[config.mk]
export PLATFORM = sky130hd
export DESIGN_NAME = trbq_ram
export DESIGN_NICKNAME = d
export VERILOG_FILES = /design/src/rtl/core/trbq_ram.sv
export SDC_FILE = /design/constraint.sdc
export NUM_CORES = 2
export LEC_CHECK = 0
export ABC_CLOCK_PERIOD_IN_PS = 2700
export BUFFER_PORTS_ARGS = -buffer_cell sky130_fd_sc_hd__buf_2
export CAP_MARGIN = 25
export CORE_MARGIN = 2
export CORE_UTILIZATION = 55
export DETAILED_ROUTE_END_ITERATION = 6
export PLACE_DENSITY_LB_ADDON = 0.3
export SYNTH_ARGS = -nofsm -noshare
export SYNTH_HDL_FRONTEND = slang
export SYNTH_SLANG_ARGS = --single-unit
export TNS_END_PERCENT = 50
[constraint.sdc]
create_clock -name clk -period 2.7 [get_ports clk]
set_clock_uncertainty 0.15 [all_clocks]
set_input_delay 0.405 -clock clk [delete_from_list [all_inputs] [get_ports clk]]
set_output_delay 0.405 -clock clk [all_outputs]
set_load 0.005 [all_outputs]
[src/rtl/core/trbq_ram.sv]
// simple dual port synchronous ram, registered read
`timescale 1ns / 1ps
`default_nettype none
module trbq_ram #(
  parameter int DW    = 8,
  parameter int DEPTH = 256
) (
  input  wire logic                                         clk,
  input  wire logic                                         we,
  input  wire logic [((DEPTH > 1) ? $clog2(DEPTH) : 1)-1:0] waddr,
  input  wire logic [DW-1:0]                                wdata,
  input  wire logic [((DEPTH > 1) ? $clog2(DEPTH) : 1)-1:0] raddr,
  output logic      [DW-1:0]                                rdata
);
  logic [DW-1:0] mem [DEPTH];

  always_ff @(posedge clk) begin
    if (we) begin
      mem[waddr] <= wdata;
    end
    rdata <= mem[raddr];
  end
endmodule
`default_nettype wire

# Word level (Yosys, flattened, before mapping)
# Memory sizes are Yosys's and may differ from the RTL's. A register that Yosys moved wholly into a read port is not among the register bits.
# Cells that the tools add are included.
[word_totals]
regBits = 0
mem_bits_rw = 2048
input_bits = 26
out_inout_bits = 8
elab_cells = 3
mem_count = 1
[op_classes]
muxes = 2
[mem_list]
columns = ["memory", "depth", "width", "read_ports", "rd_ports_with_merged_regs", "write_ports", "line_no", "rtl"]
rows = [
  ["mem", 256, 8, 1, 1, 1, "15", "logic [DW-1:0] mem [DEPTH];"],
]
[op_table]
columns = ["cell", "count"]
rows = [
  ["$mux W1", 2],
]

# Logic depth before layout (Yosys ltp)
[depth]
ltp_word = 2
mapped_depth = 11
depth_no_buf = 6

# Worst setup path before layout
# OpenSTA, ideal clock, no wires.
[synth_path]
kind = "input -> register"
start = "in raddr[0] (netlist name)"
end = "reg rdata[2] (read register of mem)"
setup_ps = 131
t_arrival_ps = 2212
required_ps = 2419
slack_ps = 207
path_stages = 9
cell_sequence = "buf_6 buf_12 buf_8 buf_2 mux4_2 a22oi_1 a21oi_1 nor4_1 nor4_2"
[synth_lines]
columns = ["element", "line_no", "rtl"]
rows = [
  ["start, declared", "12", "input wire logic [((DEPTH > 1) ? $clog2(DEPTH) : 1)-1:0] raddr,"],
  ["end, declared", "13", "output logic [DW-1:0] rdata"],
]

==> results.json <==
{
  "status": "complete, but fails checks",
  "violations": "DRC",
  "syn_area_per_cell_um2": 21.3,
  "cts_buffers": 195,
  "setup_viol": 0,
  "dp_slack_ns": -0.824,
  "vdd_drop_max_uv": 544,
  "r2r-start": "mem[48][0]$_DFFE_PP_",
  "viasPerCell": 6.41,
  "grt_usage_pct": 27.0,
  "io_pins": 34,
  "cap_violations": 0,
  "post-route-drc-count": 4,
  "power.density_nw_per_um2": 705,
  "cp_max_fo": 1,
  "setup_tns_ns": 0,
  "relSlewSlack_pct": 26.1,
  "hold_viol": 0,
  "wire_per_inst_um": 30.3,
  "drv_slew": 0,
  "hp-class": "in2reg",
  "synth_flop_cell": "edfxtp_1",
  "cts_tree": "done",
  "cp-startpoint": "mem[48][0]$_DFFE_PP_",
  "ctsRootBufferMaster": "clkbuf_16",
  "cp.arrival_ns": 3.23,
  "p_leak_nw": 30.3,
  "hpwlAfterDp_um": 126000,
  "worst_pin_slew_ns": 1.08,
  "fin_ws_ns": 0.00833,
  "grt_antenna_before_repair": 11,
  "fin_total_pwr_mw": 65.7,
  "antenna_left": 0,
  "ys_warn_count": 0,
  "grt_pass1_wl_um": 286000,
  "r2r_setup_slack_ns": 0.008,
  "ys_ff_latch": 2056,
  "slowest_stage": "nor4_2",
  "core_um2": 144000,
  "drt_first_pass_iters": 7,
  "drt_iter0_drc": 5987,
  "ys_seq_area_share_pct": 77.5,
  "grt.overflow.total": 0,
  "final_cells": 6489,
  "regToRegEndpoint": "rdata[0]$_DFF_P_",
  "rsz0062_at_grt": "no",
  "port_buffers": 33,
  "synth-edff-count": 2048,
  "grt_max_degree": 89,
  "fp.dieH_um": 384,
  "fp.dieW_um": 384,
  "synth_async_sr_flop_share_pct": 0,
  "num_rows": 139,
  "clock_latency_ns": 0.85,
  "synth_area_um2": 79600,
  "syn-num-nets": 3759,
  "cp_common_cell": "nor4_2",
  "die_area_um2": 148000,
  "area_delta_synth_final_pct": 17.2,
  "syn_inst": 3733,
  "max_freq_mhz": 372,
  "cts_setup_buffers": 0,
  "nets": 4449,
  "hold_depth": 1,
  "vias": 41564,
  "place_inst": 6123,
  "cp_cell_sequence": "mux4_2, o211ai_1, nand3_1, nor4_2, buf_4, nor4_2",
  "final_area_um2": 93300,
  "slowest_delay_ns": 0.63,
  "rr_worst_depth": 6,
  "hold_end": "mem[128][6]$_DFFE_PP_",
  "totalWireLength_um": 197000,
  "crit_buf_inv": 1,
  "grt_pass1_vias": 41490,
  "cts_buffer_depth": 3,
  "cp_top_family": "simple AND/OR/NAND/NOR gates",
  "gp_congestion": 0.893,
  "htreeDepth": 4,
  "start_util_pct": 55.4,
  "worst_setup_path_end_kind": "register",
  "place_area_um2": 86900,
  "drive_gt1_share_pct": 32.2,
  "synthDistinctLibCells": 55,
  "worst_setup_path_start_kind": "register",
  "fin_crit_ns": 2.69,
  "criticalPathCategory": "reg2reg",
  "worst_ep_required_time_ns": 3.24,
  "path_clk_slew_ns": 0.06,
  "hp-start": "wdata[6]",
  "min_period_over_period_pct": 99.7,
  "cts.sinks": 2056
}
[metal layers]
metal	routed length, µm	vias to the layer above	global-route usage, %
met2	93600	2463	41.6
li1	-	17089	-
met5	95	-	0
met3	21000	348	5.68
met4	6420	14	9.38
met1	75800	21650	39.0
[registers in the layout, indices dropped and copies added (netlist names)]
register  cells
mem        2048
rdata         8
[per-stage QoR]
| step | hold WS (ns) | util, % |
|---|---|---|
| floorplan | 0.354 | - |
| global placement | 0.634 | 60.5 |
| detailed placement | 0.640 | 60.5 |
| CTS | 0.00404 | 64.9 |
| global route | 0.0468 | 64.9 |
| finish | 0.0233 | 64.9 |
[synth_stat cells (2+ instances only)]
cell	number	area (µm²)
edfxtp_1	2048	61500
mux4_2	454	10200
nor2_1	282	1060
mux2i_1	134	1340
a22oi_1	133	998
clkbuf_1	111	417
a21oi_1	96	480
o221ai_1	46	403
nand3_1	34	170
nand2_1	33	124
buf_2	31	155
nor2b_1	31	194
o22ai_1	28	175
buf_4	27	203
nor4_1	24	150
buf_1	22	82.6
nor3_1	22	110
buf_6	21	236
a211oi_1	16	120
a221oi_1	13	114
buf_8	13	195
nand4_1	10	62.6
o211ai_1	10	75.1
o21ai_0	10	50.1
a22o_1	8	70.1
buf_12	8	160
dfxtp_1	8	160
nand2b_1	8	50.1
and2_1	6	37.5
o22a_1	5	43.8
o32ai_1	4	35.0
or2_2	4	25.0
nor4_2	3	37.5
a2111oi_0	2	17.5
a2111oi_1	2	20.0
a311oi_1	2	17.5
a31oi_1	2	12.5
and3b_1	2	17.5
mux4_1	2	52.6
nand3b_1	2	15.0
o21ai_1	2	10.0
[cells in the final DEF, fill, tap and decap left out, types with 6 or more instances in the layout]
master	Yosys	final
clkinv_1	1	45
buf_8	13	6
nor2_1	282	279
buf_12	8	75
dfxtp_1	8	8
o221ai_1	46	46
clkbuf_1	111	39
o21ai_0	10	10
o211ai_1	10	10
clkinv_2	0	32
nand4_1	10	10
mux2i_1	134	134
nor4_1	24	21
clkinvlp_4	0	11
clkbuf_16	0	197
nand2_1	33	33
nor2b_1	31	28
buf_2	31	24
a211oi_1	16	15
nor4_2	3	6
mux4_2	454	454
nand2b_1	8	8
a22oi_1	133	133
nand3_1	34	34
a22o_1	8	8
bufinv_16	0	18
edfxtp_1	2048	2048
o22ai_1	28	28
buf_4	27	611
nor3_1	22	19
dlygate4sd3_1	0	6
a221oi_1	13	13
a21oi_1	96	96
and2_1	6	6
[timing repair]
action,in CTS,in global routing
gates resized for setup,4,3
hold endpoints to repair,304,0
hold buffers,6,0
cloned,0,0
setup endpoints to repair,3,3
[cell type report]
cell class / count / area, µm²
Tap cell: 1903 / 2380
Clock inverter: 121 / 1200
Antenna cell: 3 / 7.51
Fill cell: 9331 / 50400
Timing Repair Buffer: 726 / 6410
Clock buffer: 236 / 5080
Sequential cell: 2056 / 61700
Inverter: 2 / 7.51
Multi-Input combinational cell: 1442 / 16500
[how the worst max path moves through the flow]
| stage | cells past startpoint | end |
|---|---|---|
| final | 6 | rdata[0]$_DFF_P_ |
| after global routing | 8 | rdata[5]$_DFF_P_ |
| after CTS | 6 | rdata[6]$_DFF_P_ |
| after detailed placement | 10 | rdata[0]$_DFF_P_ |
| after global placement | 9 | rdata[6]$_DFF_P_ |
| after floorplan | 9 | rdata[2]$_DFF_P_ |
[report_power, final]
part           leakage (nW)  switching, mW  internal [mW]
logic                  8.82           2.17           1.47
clock network          3.04           11.7           15.2
registers              18.5         0.0626           35.2
total                  30.3           13.9           51.8
[logic make-up after synthesis]
group                  after synthesis  synth area share (%)
AO/OA/AOI/OAI                      385                  3.42
AND/OR/NAND/NOR                    466                  2.63
flip-flops                        2056                  77.5
multiplexers                       591                  14.6
buffers and inverters              235                  1.83
Power figures use the tool's default switching activity.
