==> src/rtl/core/trbq_pkg.sv <==
// shared constants and command codes for the timed ring bucket queue
`timescale 1ns / 1ps
`default_nettype none
package trbq_pkg;
  localparam int SLOTS_DEF    = 256;
  localparam int TASKS_DEF    = 256;
  localparam int ID_W         = 8;
  localparam int TIME_W       = 64;
  localparam longint unsigned SLOT_NS = 64'd5000000;
  localparam int SLOT_NS_BITS = $clog2(SLOT_NS + 1);

  // slot length split as an odd factor times a power of two
  localparam int SLOT_SHIFT   = 6;
  localparam longint unsigned SLOT_ODD = 64'd78125;
  localparam int SLOT_ODD_W   = $clog2(SLOT_ODD);

  localparam logic CMD_ENQ = 1'b0;
  localparam logic CMD_DEQ = 1'b1;
endpackage
`default_nettype wire

==> src/rtl/core/trbq_div.sv <==
// divider by the slot length: shift out the power of two, then reciprocal multiply
`timescale 1ns / 1ps
`default_nettype none
module trbq_div #(
  parameter int RW = 31,
  parameter int QW = 8
) (
  input  wire logic          clk,
  input  wire logic          rst_n,
  input  wire logic          start,
  input  wire logic [RW-1:0] dividend,
  output logic               busy,
  output logic      [QW-1:0] quot
);
  localparam int YW  = RW - trbq_pkg::SLOT_SHIFT;
  localparam int SH  = YW + trbq_pkg::SLOT_ODD_W;
  localparam int MW  = YW + 1;
  localparam int PRW = YW + MW;
  // rounded-up reciprocal, exact for every dividend below 2^RW
  localparam longint unsigned RECIP =
    ((64'd1 << SH) + trbq_pkg::SLOT_ODD - 64'd1) / trbq_pkg::SLOT_ODD;

  logic [YW-1:0]  y_r;
  logic           pend_r;
  logic [QW-1:0]  q_r;
  logic [PRW-1:0] prod;

  assign prod = PRW'(y_r) * PRW'(RECIP[MW-1:0]);
  assign busy = pend_r;
  assign quot = q_r;

  always_ff @(posedge clk) begin
    if (!rst_n) begin
      pend_r <= 1'b0;
    end else begin
      pend_r <= start;
    end
  end

  always_ff @(posedge clk) begin
    if (start) begin
      y_r <= dividend[RW-1:trbq_pkg::SLOT_SHIFT];
    end
    if (pend_r) begin
      q_r <= QW'(prod >> SH);
    end
  end
endmodule
`default_nettype wire

==> config.mk <==
export PLATFORM = sky130hd
export DESIGN_NAME = trbq_div
export DESIGN_NICKNAME = d
export VERILOG_FILES = /design/src/rtl/core/trbq_pkg.sv /design/src/rtl/core/trbq_div.sv
export SDC_FILE = /design/constraint.sdc
export NUM_CORES = 1
export LEC_CHECK = 0
export BUFFER_PORTS_ARGS = -buffer_cell sky130_fd_sc_hd__buf_2
export CAP_MARGIN = 20
export CORE_ASPECT_RATIO = 1.4
export CORE_MARGIN = 10
export CORE_UTILIZATION = 60
export CTS_BUF_LIST = sky130_fd_sc_hd__clkbuf_4
export DETAILED_ROUTE_END_ITERATION = 12
export HOLD_SLACK_MARGIN = 0.1
export PLACE_DENSITY = 0.77
export REMOVE_ABC_BUFFERS = 1
export SYNTH_ARGS = -nofsm -noshare
export SYNTH_HDL_FRONTEND = slang
export SYNTH_SLANG_ARGS = --single-unit
export TNS_END_PERCENT = 5
==> constraint.sdc <==
create_clock -name clk -period 7.9 [get_ports clk]
set_clock_uncertainty 0.15 [all_clocks]
set_input_delay 0.395 -clock clk [delete_from_list [all_inputs] [get_ports clk]]
set_output_delay 0.395 -clock clk [all_outputs]
set_load 0.05 [all_outputs]
=== Word-level counts from Yosys, hierarchy flattened ===
Index checks and enable logic that the tools add are counted.

* Memories kept: 0
* Bits in registers: 34
* Bits in read-only memories: 0
* Output and inout bits: 9
* Bits in latches: 0
* Logic and storage cells: 4
* RAM bits: 0

* Muxes and demuxes: 0
* Equality and inequality tests: 0
* Divide/modulo/power cells: 0
* Bitwise operators: 0
* $mul: 1
* Reduce and logical (&&, ||, !) cells: 0
* Shifts and indexed selects: 0
* $add $sub $neg: 0
* $lt $le $gt $ge: 0

{| class="wikitable"
|+ Operators with widths
! operator !! number
|-
| $mul 25x24->48 const B || 1
|}

=== Logic depth before layout (Yosys ltp) ===
* Word-level depth: 1
* Mapped depth: 22

=== Least setup slack after synthesis ===
Ideal clock, no wire load.

* Kind: reg-to-reg
* Start: reg y_r[8]
* End: reg q_r[7] (netlist: quot[7]) (data pin)
* Stages on the path, launching flop included: 22
* Period minus slack after synthesis: 6134 ps
* Data required time: 7490 ps
* Arrival time: 5724 ps
* Buffers on the path: 0
* Library setup time: 260 ps
* Setup slack: 1766 ps
* Cell sequence: edfxtp_1 fa_1 inv_1 fa_1 inv_1 fa_1 inv_1 fa_1 inv_1 fa_1 fa_1 inv_1 fa_1 inv_1 ha_1 nand3_1 nor3_1 nand2_1 a2111oi_0 or3_1 a31oi_1 xnor2_1

* Longest elaborated chain between the ends: 1

{| class="wikitable"
|+ Ends and longest elaborated chain
! element !! RTL line !! source
|-
| start, declared || trbq_div.sv:23 || <nowiki>logic [YW-1:0] y_r;</nowiki>
|-
| start signal, assigned || trbq_div.sv:42 || <nowiki>y_r <= dividend[RW-1:trbq_pkg::SLOT_SHIFT];</nowiki>
|-
| $mul 25x24->48 || trbq_div.sv:28 || <nowiki>assign prod = PRW'(y_r) * PRW'(RECIP[MW-1:0]);</nowiki>
|-
| net prod[49] || trbq_div.sv:26 || <nowiki>logic [PRW-1:0] prod;</nowiki>
|-
| end signal, assigned || trbq_div.sv:45 || <nowiki>q_r <= QW'(prod >> SH);</nowiki>
|-
| end, declared || trbq_div.sv:25 || <nowiki>logic [QW-1:0] q_r;</nowiki>
|}

The timed path passes the listed nets, and every way through them passes these cells.
A chain may end at the register's enable or synchronous reset.

=== Worst setup path in the final report ===
* Start: reg y_r[11]
* End: reg q_r[6] (netlist: quot[6]) (data pin)

Same word-level chain as after synthesis.

==> flow_summary.ini <==
[run_status]
outcome = complete, no violations

[clock_tree]
cts_hold_buffers = 25
cts_root_buffer = clkbuf_4
clockBufferDepth = 2
post_cts_buffers = 0
cts_made_buffers = 5
cts_tree = yes
clk_pin_slew_worst_paths_ps = 150
cts_resized = 0
cts_max_level = 2
clock_latency_ps = 430
cts.sinks = 34

[setup_path]
crit_type = reg -> reg
cp.required_ps = 7930
crit_top_cell = fa_1
crit_buf_inv = 4
critPathMaxFanout = 8
cpPeakStageDelay_ps = 640
cp-end-kind = flop
start_kind = flop
slowest_stage = edfxtp_1
crit_chain = fa_1 -> inv_1 -> fa_1 -> inv_1 -> fa_1 -> fa_1 -> fa_1 -> fa_1 -> inv_1 -> fa_1 -> inv_1 -> ha_1 -> nand3_1 -> or3_1 -> nor4_1 -> nand3_1 -> nand3_1 -> xor2_1
critPathTopFamily = adder cells
critPathArrivalTime_ps = 7100

[placement]
place_congestion = 0.987
dp_hpwl_um = 28900
numPortBuffers = 36

[logic_synthesis]
synth_top_cell_by_area = fa_1
ys.warnings.count = 0
synth_cell_types = 49
netlist_area_sq_um = 12600
synthArstFlopShare_pct = 0
netlist_instances = 1178
synth-main-ff-cell = edfxtp_1
seq_area_frac_synth_pct = 8.00
syn_area_per_cell_sq_um = 10.7
synth.top_cell.area_share_pct = 47.2
ys_top_cells_by_count = inv_1, fa_1, ha_1
synth.most_common_cell = inv_1
synth-edff-count = 33
synth_area_leaders = fa_1, ha_1, inv_1, edfxtp_1, a21oi_1
ys_ff_latch = 34

[floorplanning]
ios = 43
core_area_sq_um = 20600
fp.dieArea_sq_um = 27300
std_cell_rows = 62
die_w_um = 143
die_y_um = 192
start_util_pct = 61.2

[job]
maxCapViolCount = 0

[sta]
rsz0062_at_grt = no
fmax_ghz = 0.141
worst_pin_slew_ps = 706
setup_viol = 0
fin_tns_setup_ps = 0
maxSlewViolCount = 0
fin_crit_ps = 7070
relSlewSlack_pct = 52.9
fin_crit_sh_pct = 89.5
finalHoldViolations = 0

[routing]
drtIter0Drc = 461
drt-wirelength-per-cell_um = 21.5
ant_nets = 0
vias = 8395
viasPerCell = 5.59
dr.pass1.iters = 5
drc = 0
wl_um = 32200

[global_routing]
antenna_found_initial = 1
grt_pass1_vias = 9888
grt_overflow = 0
track_usage_pct = 25.6
grt_pass1_wl_um = 52200
grt_max_degree = 27

[layout]
utilization_pct = 65.4
drive_above_1_share_pct = 4.10
nets = 1800
fillers = 1603
areaGrowthSynthToFinish_pct = 6.71

[hold_path]
hold_path.class = in -> reg
==> layout by cell type (no fill, tap or decap), types with 3 or more instances in the layout <==
cell	instances
nand3_1	11
o21ai_0	24
a21oi_1	40
clkbuf_4	5
nand4_1	7
dlygate4sd3_1	25
ha_1	225
fa_1	298
nor4_1	4
edfxtp_1	33
inv_1	385
xnor2_1	8
xor2_1	12
a211oi_1	3
nand2_1	29
nand2b_1	3
a21o_1	17
nor3_1	11
buf_2	36
or3_1	6
nor2_1	17
and2_1	4
==> per-stage QoR <==
step	hold slack, ps	cells	cell area, sq um	setup slack, ps
2_1_floorplan	344	1175	12600	1770
3_3_place_gp	421	1467	13100	971
3_5_place_dp	423	1467	13100	905
4_1_cts	119	1500	13500	857
5_1_grt	105	1501	13500	492
6_report	105	1501	13500	829
==> kinds of logic after synthesis <==
family                     synth area share, %
adders and majority gates                 69.5
buffers and inverters                     11.5
AOI/OAI and AO/OA                         5.25
and+or+nand+nor                           4.36
DFF                                       8.00
xor gates and xnor gates                  1.39
==> flip-flops by register name (all words and copies together), names as in the netlist <==
name  cells
busy      1
y_r      25
quot      8
==> path summary, 6_finish.rpt <==
| check | startpoint | end | slack (ps) | cells past startpoint |
|---|---|---|---|---|
| worst min register to register | busy | quot[2] | 490 | 0 |
| worst max-delay path | y_r[11] | quot[6] | 830 | 18 |
| worst min-delay path | rst_n | busy | 110 | 2 |
| worst max register to register | y_r[11] | quot[6] | 830 | 18 |
==> per-layer routing <==
layer | global-route usage (%) | part of all wire, % | up-vias | wire length [um]
met3 | 2.84 | 3.6 | 106 | 1160
li1 | - | - | 3753 | -
met1 | 26.8 | 34 | 4279 | 11000
met4 | 18.7 | 8.5 | 0 | 2750
met5 | 0 | 0 | - | 0
met2 | 46.4 | 54 | 257 | 17400
==> worst reg2reg max path, stage by stage, from the launching register on <==
cell and delay, ps:
edfxtp_1 640, fa_1 620, inv_1 70, fa_1 540
inv_1 60, fa_1 520, fa_1 620, fa_1 450
fa_1 500, inv_1 60, fa_1 560, inv_1 70
ha_1 350, nand3_1 250, or3_1 430, nor4_1 560
nand3_1 140, nand3_1 160, xor2_1 80
==> area by class of cell <==
class                      instances  area, sq um  share of cell area (%)
multi-input combinational        756        10200                    75.4
inverter                         385         1450                    10.7
sequential                        34         1010                    7.50
timing repair buffer              61          430                    3.19
tap                              256          320                    2.38
clock inverter                     3         68.8                   0.510
clock buffer                       5         37.5                   0.278
antenna                            1         2.50                  0.0186
Power is left out: the tool's default activity adds up to more than one toggle a clock period on the data nets, which glitch-free logic cannot reach.
